--- src/rtl/imu_complementary_tilt_filter_macros.svh ---
// Assertion helpers shared by the filter RTL.
`ifndef IMU_COMPLEMENTARY_TILT_FILTER_MACROS_SVH
`define IMU_COMPLEMENTARY_TILT_FILTER_MACROS_SVH

// Same-cycle implication, sampled on clk, off during reset.
`define CTF_ASSERT_NOW(lbl, ante, cons, msg) \
  lbl: assert property (@(posedge clk) disable iff (!rst_n) (ante) |-> (cons)) \
    else $error(msg);

// Next-cycle implication, sampled on clk, off during reset.
`define CTF_ASSERT_NEXT(lbl, ante, cons, msg) \
  lbl: assert property (@(posedge clk) disable iff (!rst_n) (ante) |=> (cons)) \
    else $error(msg);

`endif

--- src/rtl/ctf_pkg.sv ---
package ctf_pkg;

  localparam int DEN_W        = 26;  // sensitivity * 1000
  localparam int MAG_W        = 49;  // |rate - bias| * dt
  localparam int QUOT_W       = 34;  // clipped increment magnitude
  localparam int DIV_STEPS    = MAG_W + 16;
  localparam int SQRT_STEPS   = 32;
  localparam int CORDIC_STEPS = 23;
  localparam int CORD_W       = 36;

  // register map, index = byte address / 4
  localparam logic [2:0] REG_BIAS_X = 3'd0;
  localparam logic [2:0] REG_BIAS_Y = 3'd1;
  localparam logic [2:0] REG_BIAS_Z = 3'd2;
  localparam logic [2:0] REG_SENS   = 3'd3;
  localparam logic [2:0] REG_WEIGHT = 3'd4;

  // atan(2^-i) in Q16 degrees
  function automatic logic [21:0] atan_q16(input logic [4:0] i);
    logic [21:0] v;
    case (i)
      5'd0:  v = 22'd2949120;
      5'd1:  v = 22'd1740967;
      5'd2:  v = 22'd919879;
      5'd3:  v = 22'd466945;
      5'd4:  v = 22'd234379;
      5'd5:  v = 22'd117304;
      5'd6:  v = 22'd58666;
      5'd7:  v = 22'd29335;
      5'd8:  v = 22'd14668;
      5'd9:  v = 22'd7334;
      5'd10: v = 22'd3667;
      5'd11: v = 22'd1833;
      5'd12: v = 22'd917;
      5'd13: v = 22'd458;
      5'd14: v = 22'd229;
      5'd15: v = 22'd115;
      5'd16: v = 22'd57;
      5'd17: v = 22'd29;
      5'd18: v = 22'd14;
      5'd19: v = 22'd7;
      5'd20: v = 22'd4;
      5'd21: v = 22'd2;
      5'd22: v = 22'd1;
      default: v = 22'd0;
    endcase
    return v;
  endfunction

  function automatic logic signed [31:0] sat32(input logic signed [35:0] v);
    logic signed [31:0] r;
    if (v > 36'sd2147483647) begin
      r = 32'sh7FFFFFFF;
    end else if (v < -36'sd2147483648) begin
      r = 32'sh80000000;
    end else begin
      r = v[31:0];
    end
    return r;
  endfunction

endpackage

--- src/rtl/ctf_div.sv ---
// Restoring divider, one quotient bit per cycle: floor((num << 16) / den).
// Quotient clipped to all ones when it exceeds QUOT_W bits.
module ctf_div (
  input  logic                             clk,
  input  logic                             rst_n,
  input  logic                             start,
  input  logic [ctf_pkg::MAG_W-1:0]        num,
  input  logic [ctf_pkg::DEN_W-1:0]        den,
  output logic                             done,
  output logic [ctf_pkg::QUOT_W-1:0]       quot
);

  logic                               busy_r;
  logic                               done_r;
  logic [6:0]                         cnt_r;
  logic [ctf_pkg::DIV_STEPS-1:0]      n_r;
  logic [ctf_pkg::DEN_W:0]            rem_r;
  logic [ctf_pkg::QUOT_W-1:0]         q_r;
  logic                               ovf_r;
  logic [ctf_pkg::DEN_W:0]            rem_sh;
  logic                               fits;

  assign rem_sh = {rem_r[ctf_pkg::DEN_W-1:0], n_r[ctf_pkg::DIV_STEPS-1]};
  assign fits   = rem_sh >= {1'b0, den};

  always_ff @(posedge clk) begin
    if (!rst_n) begin
      busy_r <= 1'b0;
      done_r <= 1'b0;
      cnt_r  <= '0;
    end else begin
      done_r <= busy_r && (cnt_r == 7'(ctf_pkg::DIV_STEPS - 1));
      if (start) begin
        busy_r <= 1'b1;
        cnt_r  <= '0;
      end else if (busy_r) begin
        cnt_r <= cnt_r + 7'd1;
        if (cnt_r == 7'(ctf_pkg::DIV_STEPS - 1)) begin
          busy_r <= 1'b0;
        end
      end
    end
  end

  always_ff @(posedge clk) begin
    if (start) begin
      n_r   <= {num, 16'b0};
      rem_r <= '0;
      q_r   <= '0;
      ovf_r <= 1'b0;
    end else if (busy_r) begin
      n_r   <= {n_r[ctf_pkg::DIV_STEPS-2:0], 1'b0};
      rem_r <= fits ? rem_sh - {1'b0, den} : rem_sh;
      ovf_r <= ovf_r | q_r[ctf_pkg::QUOT_W-1];
      q_r   <= {q_r[ctf_pkg::QUOT_W-2:0], fits};
    end
  end

  assign done = done_r;
  assign quot = ovf_r ? '1 : q_r;

endmodule

--- src/rtl/ctf_isqrt.sv ---
// Digit-by-digit square root of (rad << 32), two radicand bits per cycle.
module ctf_isqrt (
  input  logic        clk,
  input  logic        rst_n,
  input  logic        start,
  input  logic [31:0] rad,
  output logic        done,
  output logic [31:0] root
);

  logic        busy_r;
  logic        done_r;
  logic [4:0]  cnt_r;
  logic [31:0] n_r;
  logic [34:0] rem_r;
  logic [31:0] root_r;
  logic [34:0] rem_sh;
  logic [34:0] trial;
  logic        fits;

  assign rem_sh = {rem_r[32:0], n_r[31:30]};
  assign trial  = {1'b0, root_r, 2'b01};
  assign fits   = rem_sh >= trial;

  always_ff @(posedge clk) begin
    if (!rst_n) begin
      busy_r <= 1'b0;
      done_r <= 1'b0;
      cnt_r  <= '0;
    end else begin
      done_r <= busy_r && (cnt_r == 5'(ctf_pkg::SQRT_STEPS - 1));
      if (start) begin
        busy_r <= 1'b1;
        cnt_r  <= '0;
      end else if (busy_r) begin
        cnt_r <= cnt_r + 5'd1;
        if (cnt_r == 5'(ctf_pkg::SQRT_STEPS - 1)) begin
          busy_r <= 1'b0;
        end
      end
    end
  end

  always_ff @(posedge clk) begin
    if (start) begin
      n_r    <= rad;
      rem_r  <= '0;
      root_r <= '0;
    end else if (busy_r) begin
      n_r    <= {n_r[29:0], 2'b00};
      rem_r  <= fits ? rem_sh - trial : rem_sh;
      root_r <= {root_r[30:0], fits};
    end
  end

  assign done = done_r;
  assign root = root_r;

endmodule

--- src/rtl/ctf_cordic.sv ---
// Vectoring CORDIC, one micro-rotation per cycle; z is the angle of
// (x0, num * 2^16) in Q16 degrees. Zero vector gives zero.
module ctf_cordic (
  input  logic               clk,
  input  logic               rst_n,
  input  logic               start,
  input  logic [31:0]        x0,
  input  logic signed [16:0] num,
  output logic               done,
  output logic signed [31:0] angle
);

  logic                                busy_r;
  logic                                done_r;
  logic [4:0]                          cnt_r;
  logic signed [ctf_pkg::CORD_W-1:0]   x_r;
  logic signed [ctf_pkg::CORD_W-1:0]   y_r;
  logic signed [31:0]                  z_r;
  logic                                zero_r;
  logic signed [ctf_pkg::CORD_W-1:0]   xs;
  logic signed [ctf_pkg::CORD_W-1:0]   ys;
  logic signed [31:0]                  step;

  assign xs   = x_r >>> cnt_r;
  assign ys   = y_r >>> cnt_r;
  assign step = $signed({10'b0, ctf_pkg::atan_q16(cnt_r)});

  always_ff @(posedge clk) begin
    if (!rst_n) begin
      busy_r <= 1'b0;
      done_r <= 1'b0;
      cnt_r  <= '0;
    end else begin
      done_r <= busy_r && (cnt_r == 5'(ctf_pkg::CORDIC_STEPS - 1));
      if (start) begin
        busy_r <= 1'b1;
        cnt_r  <= '0;
      end else if (busy_r) begin
        cnt_r <= cnt_r + 5'd1;
        if (cnt_r == 5'(ctf_pkg::CORDIC_STEPS - 1)) begin
          busy_r <= 1'b0;
        end
      end
    end
  end

  always_ff @(posedge clk) begin
    if (start) begin
      x_r    <= $signed({4'b0, x0});
      y_r    <= $signed({{3{num[16]}}, num, 16'b0});
      z_r    <= '0;
      zero_r <= (x0 == 32'd0) && (num == 17'sd0);
    end else if (busy_r) begin
      if (y_r > 0) begin
        x_r <= x_r + ys;
        y_r <= y_r - xs;
        z_r <= z_r + step;
      end else begin
        x_r <= x_r - ys;
        y_r <= y_r + xs;
        z_r <= z_r - step;
      end
    end
  end

  assign done  = done_r;
  assign angle = zero_r ? 32'sd0 : z_r;

endmodule

--- src/rtl/imu_complementary_tilt_filter.sv ---
// Complementary tilt filter: one result transaction per input transaction.
// Each sample runs three divisions for the gyro increments, then two square
// roots and two CORDIC runs for the tilt angles, plus shared-multiplier steps.
// One sample at a time: in_tready is high only while idle.
// Reset (rst_n low, synchronous) clears angles and timestamp, biases to 0,
// sensitivity to 131 and weight to 62915; no clearing pass.
`include "imu_complementary_tilt_filter_macros.svh"

module imu_complementary_tilt_filter (
  input  logic         clk,
  input  logic         rst_n,
  // accel_x, accel_y, accel_z, rate_x, rate_y, rate_z, sample_time_ms
  input  logic [127:0] in_tdata,
  input  logic         in_tvalid,
  output logic         in_tready,
  // angle_x, angle_y, angle_z
  output logic [95:0]  out_tdata,
  output logic         out_tvalid,
  input  logic         out_tready,
  input  logic         cfg_psel,
  input  logic         cfg_penable,
  input  logic         cfg_pwrite,
  input  logic [4:0]   cfg_paddr,
  input  logic [31:0]  cfg_pwdata,
  output logic [31:0]  cfg_prdata,
  output logic         cfg_pready
);

  typedef enum logic [11:0] {
    ST_IDLE = 12'b000000000001,
    ST_DEN  = 12'b000000000010,
    ST_RMUL = 12'b000000000100,
    ST_DIV  = 12'b000000001000,
    ST_SQA  = 12'b000000010000,
    ST_SQB  = 12'b000000100000,
    ST_SQRT = 12'b000001000000,
    ST_CORD = 12'b000010000000,
    ST_BLA  = 12'b000100000000,
    ST_BLB  = 12'b001000000000,
    ST_BLS  = 12'b010000000000,
    ST_OUT  = 12'b100000000000
  } state_t;

  state_t state_r, state_nxt;

  // configuration
  logic signed [15:0] bias_x_r, bias_y_r, bias_z_r;
  logic [15:0]        sens_r;
  logic [16:0]        weight_r;

  // filter state
  logic signed [31:0] held_x_r, held_y_r, held_z_r;
  logic [31:0]        held_time_r;

  // latched sample
  logic signed [15:0] ax_r, ay_r, az_r, gx_r, gy_r, gz_r;
  logic [31:0]        dt_r;

  // working registers
  logic [1:0]                    axis_r;
  logic                          tilt_r;
  logic [ctf_pkg::DEN_W-1:0]     den_r;
  logic                          neg_r;
  logic signed [31:0]            gyro_r [3];
  logic signed [31:0]            tilt_ang_r [2];  // accel angle, then blended
  logic signed [51:0]            acc_r;

  logic [95:0] out_tdata_r;
  logic        out_tvalid_r;

  // handshakes
  logic in_fire, cfg_wr, out_load;
  assign in_tready  = (state_r == ST_IDLE);
  assign in_fire    = in_tvalid && in_tready;
  assign cfg_pready = 1'b1;
  assign cfg_wr     = cfg_psel && cfg_penable && cfg_pwrite && cfg_pready;
  assign out_load   = (state_r == ST_OUT) && (!out_tvalid_r || out_tready);

  // --- per-axis gyro term -------------------------------------------------
  logic signed [15:0] rate_sel, bias_sel;
  logic signed [31:0] held_sel;
  logic signed [16:0] rdiff;
  logic [16:0]        rabs;

  always_comb begin
    case (axis_r)
      2'd0: begin
        rate_sel = gx_r; bias_sel = bias_x_r; held_sel = held_x_r;
      end
      2'd1: begin
        rate_sel = gy_r; bias_sel = bias_y_r; held_sel = held_y_r;
      end
      default: begin
        rate_sel = gz_r; bias_sel = bias_z_r; held_sel = held_z_r;
      end
    endcase
  end

  assign rdiff = {rate_sel[15], rate_sel} - {bias_sel[15], bias_sel};
  assign rabs  = rdiff[16] ? 17'(-rdiff) : rdiff;

  // --- tilt operands --------------------------------------------------------
  logic signed [15:0] sq_a;
  logic signed [16:0] tilt_num;
  assign sq_a     = tilt_r ? ay_r : ax_r;
  assign tilt_num = tilt_r ? 17'(-{ax_r[15], ax_r}) : {ay_r[15], ay_r};

  logic [15:0] sens_eff;
  logic [16:0] w_eff;
  assign sens_eff = (sens_r == 16'd0) ? 16'd1 : sens_r;
  assign w_eff    = (weight_r > 17'd65536) ? 17'd65536 : weight_r;

  // --- shared multiplier: denominator, rate*dt, squares, blend weights ----
  logic signed [17:0] mul_a;
  logic signed [33:0] mul_b;
  logic signed [51:0] prod;

  always_comb begin
    case (state_r)
      ST_DEN: begin
        mul_a = $signed({2'b0, sens_eff});
        mul_b = 34'sd1000;
      end
      ST_RMUL: begin
        mul_a = $signed({1'b0, rabs});
        mul_b = $signed({2'b0, dt_r});
      end
      ST_SQA: begin
        mul_a = 18'(sq_a);
        mul_b = 34'(sq_a);
      end
      ST_SQB: begin
        mul_a = 18'(az_r);
        mul_b = 34'(az_r);
      end
      ST_BLA: begin
        mul_a = $signed({1'b0, w_eff});
        mul_b = 34'(gyro_r[tilt_r]);
      end
      ST_BLB: begin
        mul_a = $signed({1'b0, 17'(17'd65536 - w_eff)});
        mul_b = 34'(tilt_ang_r[tilt_r]);
      end
      default: begin
        mul_a = '0;
        mul_b = '0;
      end
    endcase
  end

  assign prod = mul_a * mul_b;

  // --- iterative units ------------------------------------------------------
  logic                          div_start, div_done;
  logic [ctf_pkg::QUOT_W-1:0]    quot;
  logic                          sqrt_start, sqrt_done;
  logic [31:0]                   root;
  logic                          cord_start, cord_done;
  logic signed [31:0]            cord_angle;

  assign div_start  = (state_r == ST_RMUL);
  assign sqrt_start = (state_r == ST_SQB);
  assign cord_start = (state_r == ST_SQRT) && sqrt_done;

  ctf_div u_div (
    .clk   (clk),
    .rst_n (rst_n),
    .start (div_start),
    .num   (prod[ctf_pkg::MAG_W-1:0]),
    .den   (den_r),
    .done  (div_done),
    .quot  (quot)
  );

  ctf_isqrt u_isqrt (
    .clk   (clk),
    .rst_n (rst_n),
    .start (sqrt_start),
    .rad   (32'(acc_r + prod)),  // a^2 + b^2
    .done  (sqrt_done),
    .root  (root)
  );

  ctf_cordic u_cordic (
    .clk   (clk),
    .rst_n (rst_n),
    .start (cord_start),
    .x0    (root),
    .num   (tilt_num),
    .done  (cord_done),
    .angle (cord_angle)
  );

  // gyro estimate: held +/- increment, saturated
  logic signed [35:0] gsum;
  logic signed [35:0] qinc;
  assign qinc = $signed({2'b0, quot});
  assign gsum = 36'(held_sel) + (neg_r ? -qinc : qinc);

  // blend: round to nearest, floor shift
  logic signed [51:0] bsum;
  assign bsum = acc_r + 52'sd32768;

  // --- sequencer ------------------------------------------------------------
  always_comb begin
    state_nxt = state_r;
    case (state_r)
      ST_IDLE: if (in_fire) state_nxt = ST_DEN;
      ST_DEN:  state_nxt = ST_RMUL;
      ST_RMUL: state_nxt = ST_DIV;
      ST_DIV: begin
        if (div_done) state_nxt = (axis_r == 2'd2) ? ST_SQA : ST_RMUL;
      end
      ST_SQA:  state_nxt = ST_SQB;
      ST_SQB:  state_nxt = ST_SQRT;
      ST_SQRT: if (sqrt_done) state_nxt = ST_CORD;
      ST_CORD: begin
        if (cord_done) state_nxt = tilt_r ? ST_BLA : ST_SQA;
      end
      ST_BLA:  state_nxt = ST_BLB;
      ST_BLB:  state_nxt = ST_BLS;
      ST_BLS:  state_nxt = tilt_r ? ST_OUT : ST_BLA;
      ST_OUT:  if (out_load) state_nxt = ST_IDLE;
      default: state_nxt = ST_IDLE;
    endcase
  end

  always_ff @(posedge clk) begin
    if (!rst_n) begin
      state_r      <= ST_IDLE;
      out_tvalid_r <= 1'b0;
      held_x_r     <= '0;
      held_y_r     <= '0;
      held_z_r     <= '0;
      held_time_r  <= '0;
      bias_x_r     <= '0;
      bias_y_r     <= '0;
      bias_z_r     <= '0;
      sens_r       <= 16'd131;
      weight_r     <= 17'd62915;
      axis_r       <= '0;
      tilt_r       <= 1'b0;
    end else begin
      state_r <= state_nxt;

      if (cfg_wr) begin
        case (cfg_paddr[4:2])
          ctf_pkg::REG_BIAS_X: bias_x_r <= cfg_pwdata[15:0];
          ctf_pkg::REG_BIAS_Y: bias_y_r <= cfg_pwdata[15:0];
          ctf_pkg::REG_BIAS_Z: bias_z_r <= cfg_pwdata[15:0];
          ctf_pkg::REG_SENS:   sens_r   <= cfg_pwdata[15:0];
          ctf_pkg::REG_WEIGHT: weight_r <= cfg_pwdata[16:0];
          default: ;
        endcase
      end

      if (in_fire) begin
        held_time_r <= in_tdata[127:96];
        axis_r      <= '0;
        tilt_r      <= 1'b0;
      end
      if ((state_r == ST_DIV) && div_done && (axis_r != 2'd2)) begin
        axis_r <= axis_r + 2'd1;
      end
      if (((state_r == ST_CORD) && cord_done) || (state_r == ST_BLS)) begin
        tilt_r <= ~tilt_r;
      end

      if (out_load) begin
        out_tvalid_r <= 1'b1;
        held_x_r     <= tilt_ang_r[0];
        held_y_r     <= tilt_ang_r[1];
        held_z_r     <= gyro_r[2];
      end else if (out_tready) begin
        out_tvalid_r <= 1'b0;
      end
    end
  end

  // datapath registers
  always_ff @(posedge clk) begin
    if (in_fire) begin
      ax_r <= in_tdata[15:0];
      ay_r <= in_tdata[31:16];
      az_r <= in_tdata[47:32];
      gx_r <= in_tdata[63:48];
      gy_r <= in_tdata[79:64];
      gz_r <= in_tdata[95:80];
      dt_r <= in_tdata[127:96] - held_time_r;  // wraps mod 2^32
    end
    case (state_r)
      ST_DEN:  den_r <= prod[ctf_pkg::DEN_W-1:0];
      ST_RMUL: neg_r <= rdiff[16];
      ST_DIV:  if (div_done) gyro_r[axis_r] <= ctf_pkg::sat32(gsum);
      ST_SQA:  acc_r <= prod;
      ST_CORD: if (cord_done) tilt_ang_r[tilt_r] <= cord_angle;
      ST_BLA:  acc_r <= prod;
      ST_BLB:  acc_r <= acc_r + prod;
      ST_BLS:  tilt_ang_r[tilt_r] <= ctf_pkg::sat32(bsum[51:16]);
      default: ;
    endcase
    if (out_load) begin
      out_tdata_r <= {gyro_r[2], tilt_ang_r[1], tilt_ang_r[0]};
    end
  end

  assign out_tdata  = out_tdata_r;
  assign out_tvalid = out_tvalid_r;

  // register readback
  always_comb begin
    case (cfg_paddr[4:2])
      ctf_pkg::REG_BIAS_X: cfg_prdata = 32'(bias_x_r);
      ctf_pkg::REG_BIAS_Y: cfg_prdata = 32'(bias_y_r);
      ctf_pkg::REG_BIAS_Z: cfg_prdata = 32'(bias_z_r);
      ctf_pkg::REG_SENS:   cfg_prdata = {16'b0, sens_r};
      ctf_pkg::REG_WEIGHT: cfg_prdata = {15'b0, weight_r};
      default:             cfg_prdata = '0;
    endcase
  end

  // one item at a time: an accepted transaction closes the input
  `CTF_ASSERT_NEXT(a_busy_after_accept, in_fire, !in_tready, "input open while busy")
  // timestamp is held from the accepted sample
  `CTF_ASSERT_NEXT(a_time_held, in_fire, held_time_r == $past(in_tdata[127:96]),
                   "held timestamp mismatch")
  // a fresh result carries the new held yaw
  `CTF_ASSERT_NOW(a_yaw_held, $rose(out_tvalid), out_tdata[95:64] == held_z_r,
                  "result yaw differs from held yaw")

endmodule
--- config.mk ---
export PLATFORM = sky130hd
export DESIGN_NAME = imu_complementary_tilt_filter
export DESIGN_NICKNAME = d
export VERILOG_FILES = /design/src/rtl/ctf_pkg.sv /design/src/rtl/ctf_div.sv /design/src/rtl/ctf_isqrt.sv /design/src/rtl/ctf_cordic.sv /design/src/rtl/imu_complementary_tilt_filter.sv
export VERILOG_INCLUDE_DIRS = /design/src /design/src/rtl
export SDC_FILE = /design/constraint.sdc
export NUM_CORES = 2
export LEC_CHECK = 0
export BUFFER_PORTS_ARGS = -buffer_cell sky130_fd_sc_hd__buf_2
export CAP_MARGIN = 10
export CORE_MARGIN = 2
export CORE_UTILIZATION = 58
export DETAILED_ROUTE_END_ITERATION = 8
export PLACE_DENSITY = 0.88
export SLEW_MARGIN = 30
export SYNTH_ARGS = -nofsm -noshare
export SYNTH_HDL_FRONTEND = slang
export SYNTH_SLANG_ARGS = --single-unit
--- constraint.sdc ---
create_clock -name clk -period 12.2 [get_ports clk]
set_clock_uncertainty 0.2 [all_clocks]
set_input_delay 1.22 -clock clk [delete_from_list [all_inputs] [get_ports clk]]
set_output_delay 1.22 -clock clk [all_outputs]
set_load 0.02 [all_outputs]
# After elaboration in Yosys (flattened, before gate mapping)
# Memory sizes are Yosys's and may differ from the RTL's. A register that Yosys moved wholly into a read port is not among the register bits.
# Cells that the tools add are included.
# Widths: inputs -> output; s select.
[classes]
n_eq_ne = 27
addsub = 21
n_reduce_logical = 37
mul = 1
bitwise_logic = 4
shifts = 2
order_cmp = 8
mux = 74
[op_table]
columns = ["operator", "count"]
rows = [
  ["$mux 32", 14],
  ["$pmux 34 s6", 1],
  ["$mux 36", 5],
  ["$pmux 32 s5", 1],
  ["$pmux 12 s12", 1],
  ["$mux 65", 2],
  ["$pmux 18 s6", 1],
  ["$pmux 52 s2", 1],
  ["$add 36x36->36", 2],
  ["$gt 36x32->1 const B", 2],
  ["$lt 36x32->1 const B", 2],
  ["$mux 12", 6],
  ["$sshr 36x5->36", 2],
  ["$sub 36x36->36", 2],
  ["$pmux 16 s2", 2],
  ["$pmux 32 s2", 1],
  ["$add 52x17->52 const B", 1],
  ["$add 52x52->52", 1],
  ["$mul 18x34->52", 1],
  ["$mux 17", 3],
  ["$add 32x36->36", 1],
  ["$gt 36x1->1 const B", 1],
  ["$neg 34->36", 1],
  ["$ge 35x34->1", 1],
  ["56 further kinds", 119],
]
[totals]
ramBits = 160
n_memories = 3
elab_cells = 223
out_inout_bits = 131
register_bits = 863
rom_bits = 704
in_bits = 172
[mem_list]
columns = ["memory", "depth", "width", "rd", "rd_ports_with_merged_regs", "wr", "line", "rtl"]
rows = [
  ["(no name shown)", 32, 22, 1, 1, 0, "ctf_pkg.sv:21", "case (i)"],
  ["gyro_r", 3, 32, 2, 1, 1, "imu_complementary_tilt_filter.sv:64", "logic signed [31:0] gyro_r [3];"],
  ["tilt_ang_r", 2, 32, 3, 1, 1, "imu_complementary_tilt_filter.sv:65", "logic signed [31:0] tilt_ang_r [2];"],
]

# Logic depth before layout (Yosys ltp)
[depth]
depth_word = 9
mapped_depth = 59
depth_no_buf = 54

# Cells and area by module
# From an unflattened synthesis, not the netlist that was laid out.
[unflattened]
cells_unflattened = 9522
hier_area_um2 = 87537.7
[by_module_without_submodules]
columns = ["mod", "cells_per_inst", "seq_area_each_um2", "instances", "area_per_inst_um2"]
rows = [
  ["imu_complementary_tilt_filter", 6071, 18427.7, 1, 57012.2],
  ["ctf_cordic", 2156, 3213.1, 1, 17875.9],
  ["ctf_div", 630, 2872.8, 1, 6495.0],
  ["ctf_isqrt", 665, 2402.3, 1, 6154.7],
]

# Worst setup path after synthesis
# OpenSTA, ideal clock, no wires.
[synth_timing]
path_type = "reg2reg"
start = "reg axis_r[0]"
end = "reg acc_r[50], data pin"
synth_period_minus_slack_ns = 12.798
path_buffers = 6
required_ns = 11.740
t_arrival_ns = 12.338
path_slack_ns = -0.598
setup_time_ns = 0.260
stages_incl_launch_ff = 56
cell_sequence = "dfxtp_1 inv_1 ha_1 nor2_1 clkbuf_1 nand2_1 nand2_1 ha_1 inv_1 fa_1 a21o_1 a21o_1 a21o_1 a21o_1 a211oi_1 o211ai_1 and2_1 clkbuf_1 [20 not listed] a31oi_1 nor2_1 and3_1 a211oi_1 nor2_1 a21boi_0 xnor2_1 ha_1 clkbuf_1 nand2_1 or4_1 a31oi_1 o21ai_0 nor2_1 nor2b_1 o41a_1 xnor2_1 mux2_2"
[synth_via]
elab_chain_cells = 9
elab_cells_between_ends = 11
cone_classes = "add/sub: 3; mul: 1; eq/ne: 1; mux: 5; reduce/logical: 1"
[synth_rtl]
columns = ["element", "line", "rtl"]
rows = [
  ["from (decl)", "imu_complementary_tilt_filter.sv:60", "logic [1:0] axis_r;"],
  ["from (signal assigned)", "imu_complementary_tilt_filter.sv:263", "axis_r <= axis_r + 2'd1;"],
  ["$eq 2x1->1 / $logic_not 2->1 (equally long branches)", "imu_complementary_tilt_filter.sv:86", "case (axis_r)"],
  ["$pmux 16 s2", "imu_complementary_tilt_filter.sv:86", ""],
  ["$sub 16x16->17 (*)", "imu_complementary_tilt_filter.sv:99", "assign rdiff = {rate_sel[15], rate_sel} - {bias_sel[15], bias_sel};"],
  ["$neg 17->17", "imu_complementary_tilt_filter.sv:100", "assign rabs = rdiff[16] ? 17'(-rdiff) : rdiff;"],
  ["$mux 17 (*)", "imu_complementary_tilt_filter.sv:100", ""],
  ["$pmux 18 s6 (*)", "imu_complementary_tilt_filter.sv:119", "case (state_r)"],
  ["$mul 18x34->52 (*)", "imu_complementary_tilt_filter.sv:151", "assign prod = mul_a * mul_b;"],
  ["$add 52x52->52", "imu_complementary_tilt_filter.sv:298", "ST_BLB: acc_r <= acc_r + prod;"],
  ["$pmux 52 s2 (*)", "imu_complementary_tilt_filter.sv:291", "case (state_r)"],
  ["to (signal assigned)", "imu_complementary_tilt_filter.sv:295", "ST_SQA: acc_r <= prod;"],
  ["to (signal assigned)", "imu_complementary_tilt_filter.sv:297", "ST_BLA: acc_r <= prod;"],
  ["to (signal assigned)", "imu_complementary_tilt_filter.sv:298", ""],
  ["to (decl)", "imu_complementary_tilt_filter.sv:66", "logic signed [51:0] acc_r;"],
]
# Every way passes the cells marked *; elsewhere a longest branch is shown, timed or not.
# A chain may end at the register's enable or synchronous reset.

# Worst setup path in the final report
[layout_timing]
start = "reg axis_r[1]"
end = "reg acc_r[49], data pin"
[layout_via]
elab_chain_cells = 9
elab_cells_between_ends = 11
cone_classes = "add/sub: 3; mul: 1; eq/ne: 1; mux: 5; reduce/logical: 1"
[layout_rtl]
columns = ["element", "line", "rtl"]
rows = [
  ["$eq 2x1->1 / $logic_not 2->1 (equally long branches)", "imu_complementary_tilt_filter.sv:86", ""],
  ["$pmux 16 s2", "imu_complementary_tilt_filter.sv:86", ""],
  ["$sub 16x16->17 (*)", "imu_complementary_tilt_filter.sv:99", ""],
  ["$neg 17->17", "imu_complementary_tilt_filter.sv:100", ""],
  ["$mux 17 (*)", "imu_complementary_tilt_filter.sv:100", ""],
  ["$pmux 18 s6 (*)", "imu_complementary_tilt_filter.sv:119", ""],
  ["$mul 18x34->52 (*)", "imu_complementary_tilt_filter.sv:151", ""],
  ["named net prod[24]", "imu_complementary_tilt_filter.sv:116", "logic signed [51:0] prod;"],
  ["$add 52x52->52 (*)", "imu_complementary_tilt_filter.sv:298", ""],
  ["$pmux 52 s2 (*)", "imu_complementary_tilt_filter.sv:291", ""],
]
# The timed path passes the listed nets; every way through them passes the cells marked *.

==> out/qor.yml <==
numCtsBuffers: 112
path_delay_family: "adder cells"
worst_pin_slew_ns: 1.11
root_buffer: "clkbuf_16"
drt_first_pass_iters: 7
crit_path_top_delay_cell: "fa_1"
synth_top_cell_by_area: "edfxtp_1"
power_density_mw_per_mm2: 107
gr-total-overflow: 0
die_x_um: 391
fin_ws_ns: -0.142
grt_pass1_wl_um: 451000
slew_viol_final: 0
cts.sinks: 1046
async_flop_share_pct: 0
nets: 11300
crit_required_ns: 12.51
dr_total_vias: 77700
start_kind: "flop"
die_h_um: 391
path_class: "flop to flop"
synth-seq-cells: 1046
synth_top_area_share_pct: 20.6
period_needed_ns: 12.34
hold_slack_ns: 0.244
die_area_mm2: 0.153
grt_usage_pct: 38.8
routabilityCongestion: 1.04
cts_max_level: 3
via_per_inst: 6.39
syn-cell-area_mm2: 0.0869
cp_max_fo: 5
hp-class: "flop to flop"
crit_top_cell: "buf_4"
synth.avg_cell_area_um2: 9.11
grt_max_degree: 124
utilization_pct: 66.8
ys.flop_type: "edfxtp_1"
cp.buffers_inverters: 13
first_iter_violations: 10100
met2RoutedLength_um: 128000
status: "finished, violations left"
setup-violations-final: 5
rsz0062_at_grt: "yes"
timing.fmax_ghz: 0.0810
cap_violations: 0
detail-route-antenna-nets: 0
netlist_instances: 9537
place_hpwl_um: 232000
routedWlPerCell_um: 25.1
port_buffers: 284
drive_gt1_share_pct: 16.3
antenna_found_initial: 29
finalWirelength_um: 305000
slew_headroom_pct: 25.4
clockBufferDepth: 3
r2r-start: "axis_r[1]"
path_clk_slew_ns: 0.07
violations: "negative setup slack"
power.leakage_nw: 42.0
num_rows: 142
area_growth_pct: 14.8
insertion_delay_ns: 0.81
top_layer: "met5"
synth_edf_count: 597
hold_viol_final: 0
finalCritPeriodShare_pct: 101
yosys_warnings: 0
crit_arrival_ns: 12.65
num-fill-cells: 11300
hold_start: "gyro_r[2][25]"
startpoint: "axis_r[1]"
yosys.cell_types.count: 114
grt_pass1_vias: 74300
drt-met1-wl_um: 120000
layout_commonest_cell: "nand2_1"
wl_met3_um: 42000
setup_tns_ns: -0.456
synth.area.top_cells: "edfxtp_1 (21%), fa_1 (13%), dfxtp_1 (10%)"
worstSetupEndpointType: "flop"
layout_common_cells: "nand2_1 (1576), inv_1 (847), nor2_1 (634)"
core_mm2: 0.149
irDropWorstVdd_v: 0.000147
drc_errors: 0
synth.yosys.seq_area_share_pct: 31.0
slowest_delay_ns: 0.51
initial_utilization_pct: 58.2
ios: 303
cts_tree: "built"
==> flip-flops by register name, indices dropped and copies added, names as in the netlist, 17 cells and up, named ones only <==
name,cells
acc_r,52
den_r,26
dt_r,32
gyro_r,96
held_time_r,32
held_x_r,32
held_y_r,32
held_z_r,32
out_tdata,96
tilt_ang_r,64
u_cordic.step,22
u_cordic.x_r,36
u_cordic.y_r,36
u_cordic.z_r,32
u_div.n_r,49
u_div.q_r,34
u_div.rem_r,26
u_isqrt.n_r,32
u_isqrt.rem_r,33
u_isqrt.root,32
weight_r,17
==> cell type report <==
cell class                      instances  area (µm²)  share of cell area (%)
Multi-Input combinational cell       7143       56300                    56.5
Sequential cell                      1046       27000                    27.0
Timing Repair Buffer                  929        6840                    6.86
Inverter                              877        3310                    3.32
Clock buffer                          155        3140                    3.15
Tap cell                             1944        2430                    2.44
Clock inverter                         59         699                   0.701
Antenna cell                           16        40.0                  0.0401
==> path summary, 6_finish.rpt <==
path         depth (start not counted)            end  slack, ns
min reg2reg                          0  out_tdata[89]       0.24
max reg2reg                         53      acc_r[49]      -0.14
max                                 53      acc_r[49]      -0.14
min                                  0  out_tdata[89]       0.24
==> cell usage after synthesis (50+ instances only) <==
library cell	instances
a31oi_1	61
o21a_1	62
nor2_1	652
o211ai_1	55
o22ai_1	64
inv_1	870
nand3_1	138
ha_1	441
mux4_2	95
a211oi_1	108
or3_1	50
a21o_1	167
nor2b_1	58
o21ai_0	401
clkbuf_1	371
dfxtp_1	449
nand2b_1	89
a21oi_1	432
nand2_1	1591
xor2_1	192
a22oi_1	123
mux2i_1	261
and2_1	114
nor3_1	123
mux2_2	72
edfxtp_1	597
fa_1	582
a21boi_0	223
xnor2_1	283
nand4_1	53
==> what timing repair did <==
item,4_1_cts,5_1_grt
endpoints found under the setup margin,33,32
pin swaps,60,116
setup buffers,22,42
hold endpoints to repair,0,0
gates resized for setup,101,253
hold buffers,0,0
cloned,2,2
==> power breakdown <==
part	leakage, nW	internal [mW]	switching, mW
Combinational	30.9	1.13	1.74
Clock	1.85	1.99	1.58
Sequential	9.19	4.04	0.182
Total	42.0	7.17	3.50
==> kinds of logic (layout without fill, tap and decap cells) <==
kind of cell | Yosys count | in the layout | synth area share (%)
AND/OR/NAND/NOR | 3104 | 3105 | 15.8
AO/OA/AOI/OAI | 2090 | 2090 | 16.0
buffers and inverters | 1365 | 2020 | 6.17
flip-flops | 1046 | 1046 | 31.0
adder cells (fa/ha/maj) | 1023 | 1023 | 19.8
XOR/XNOR | 476 | 476 | 4.81
multiplexers | 431 | 431 | 6.47
other | 2 | 34 | 0.00864
==> stage by stage <==
stage	power [mW]	cells	area, µm²	setup WS [ns]
after floorplan	6.19	9553	87000	0.00831
after global placement	6.88	11900	93500	-0.532
after detailed placement	7.00	11900	93600	-0.961
after CTS	10.6	12100	98100	-0.0654
after global routing	11.1	12200	99700	-0.482
final	10.7	12200	99700	-0.142
==> metal layers <==
metal	global-route usage (%)	vias up
met4	16.7	32
met1	53.9	38000
met5	0.255	-
met2	55.2	4760
li1	-	34200
met3	12.7	820
Note: power is estimated with default switching activity, not from simulation.
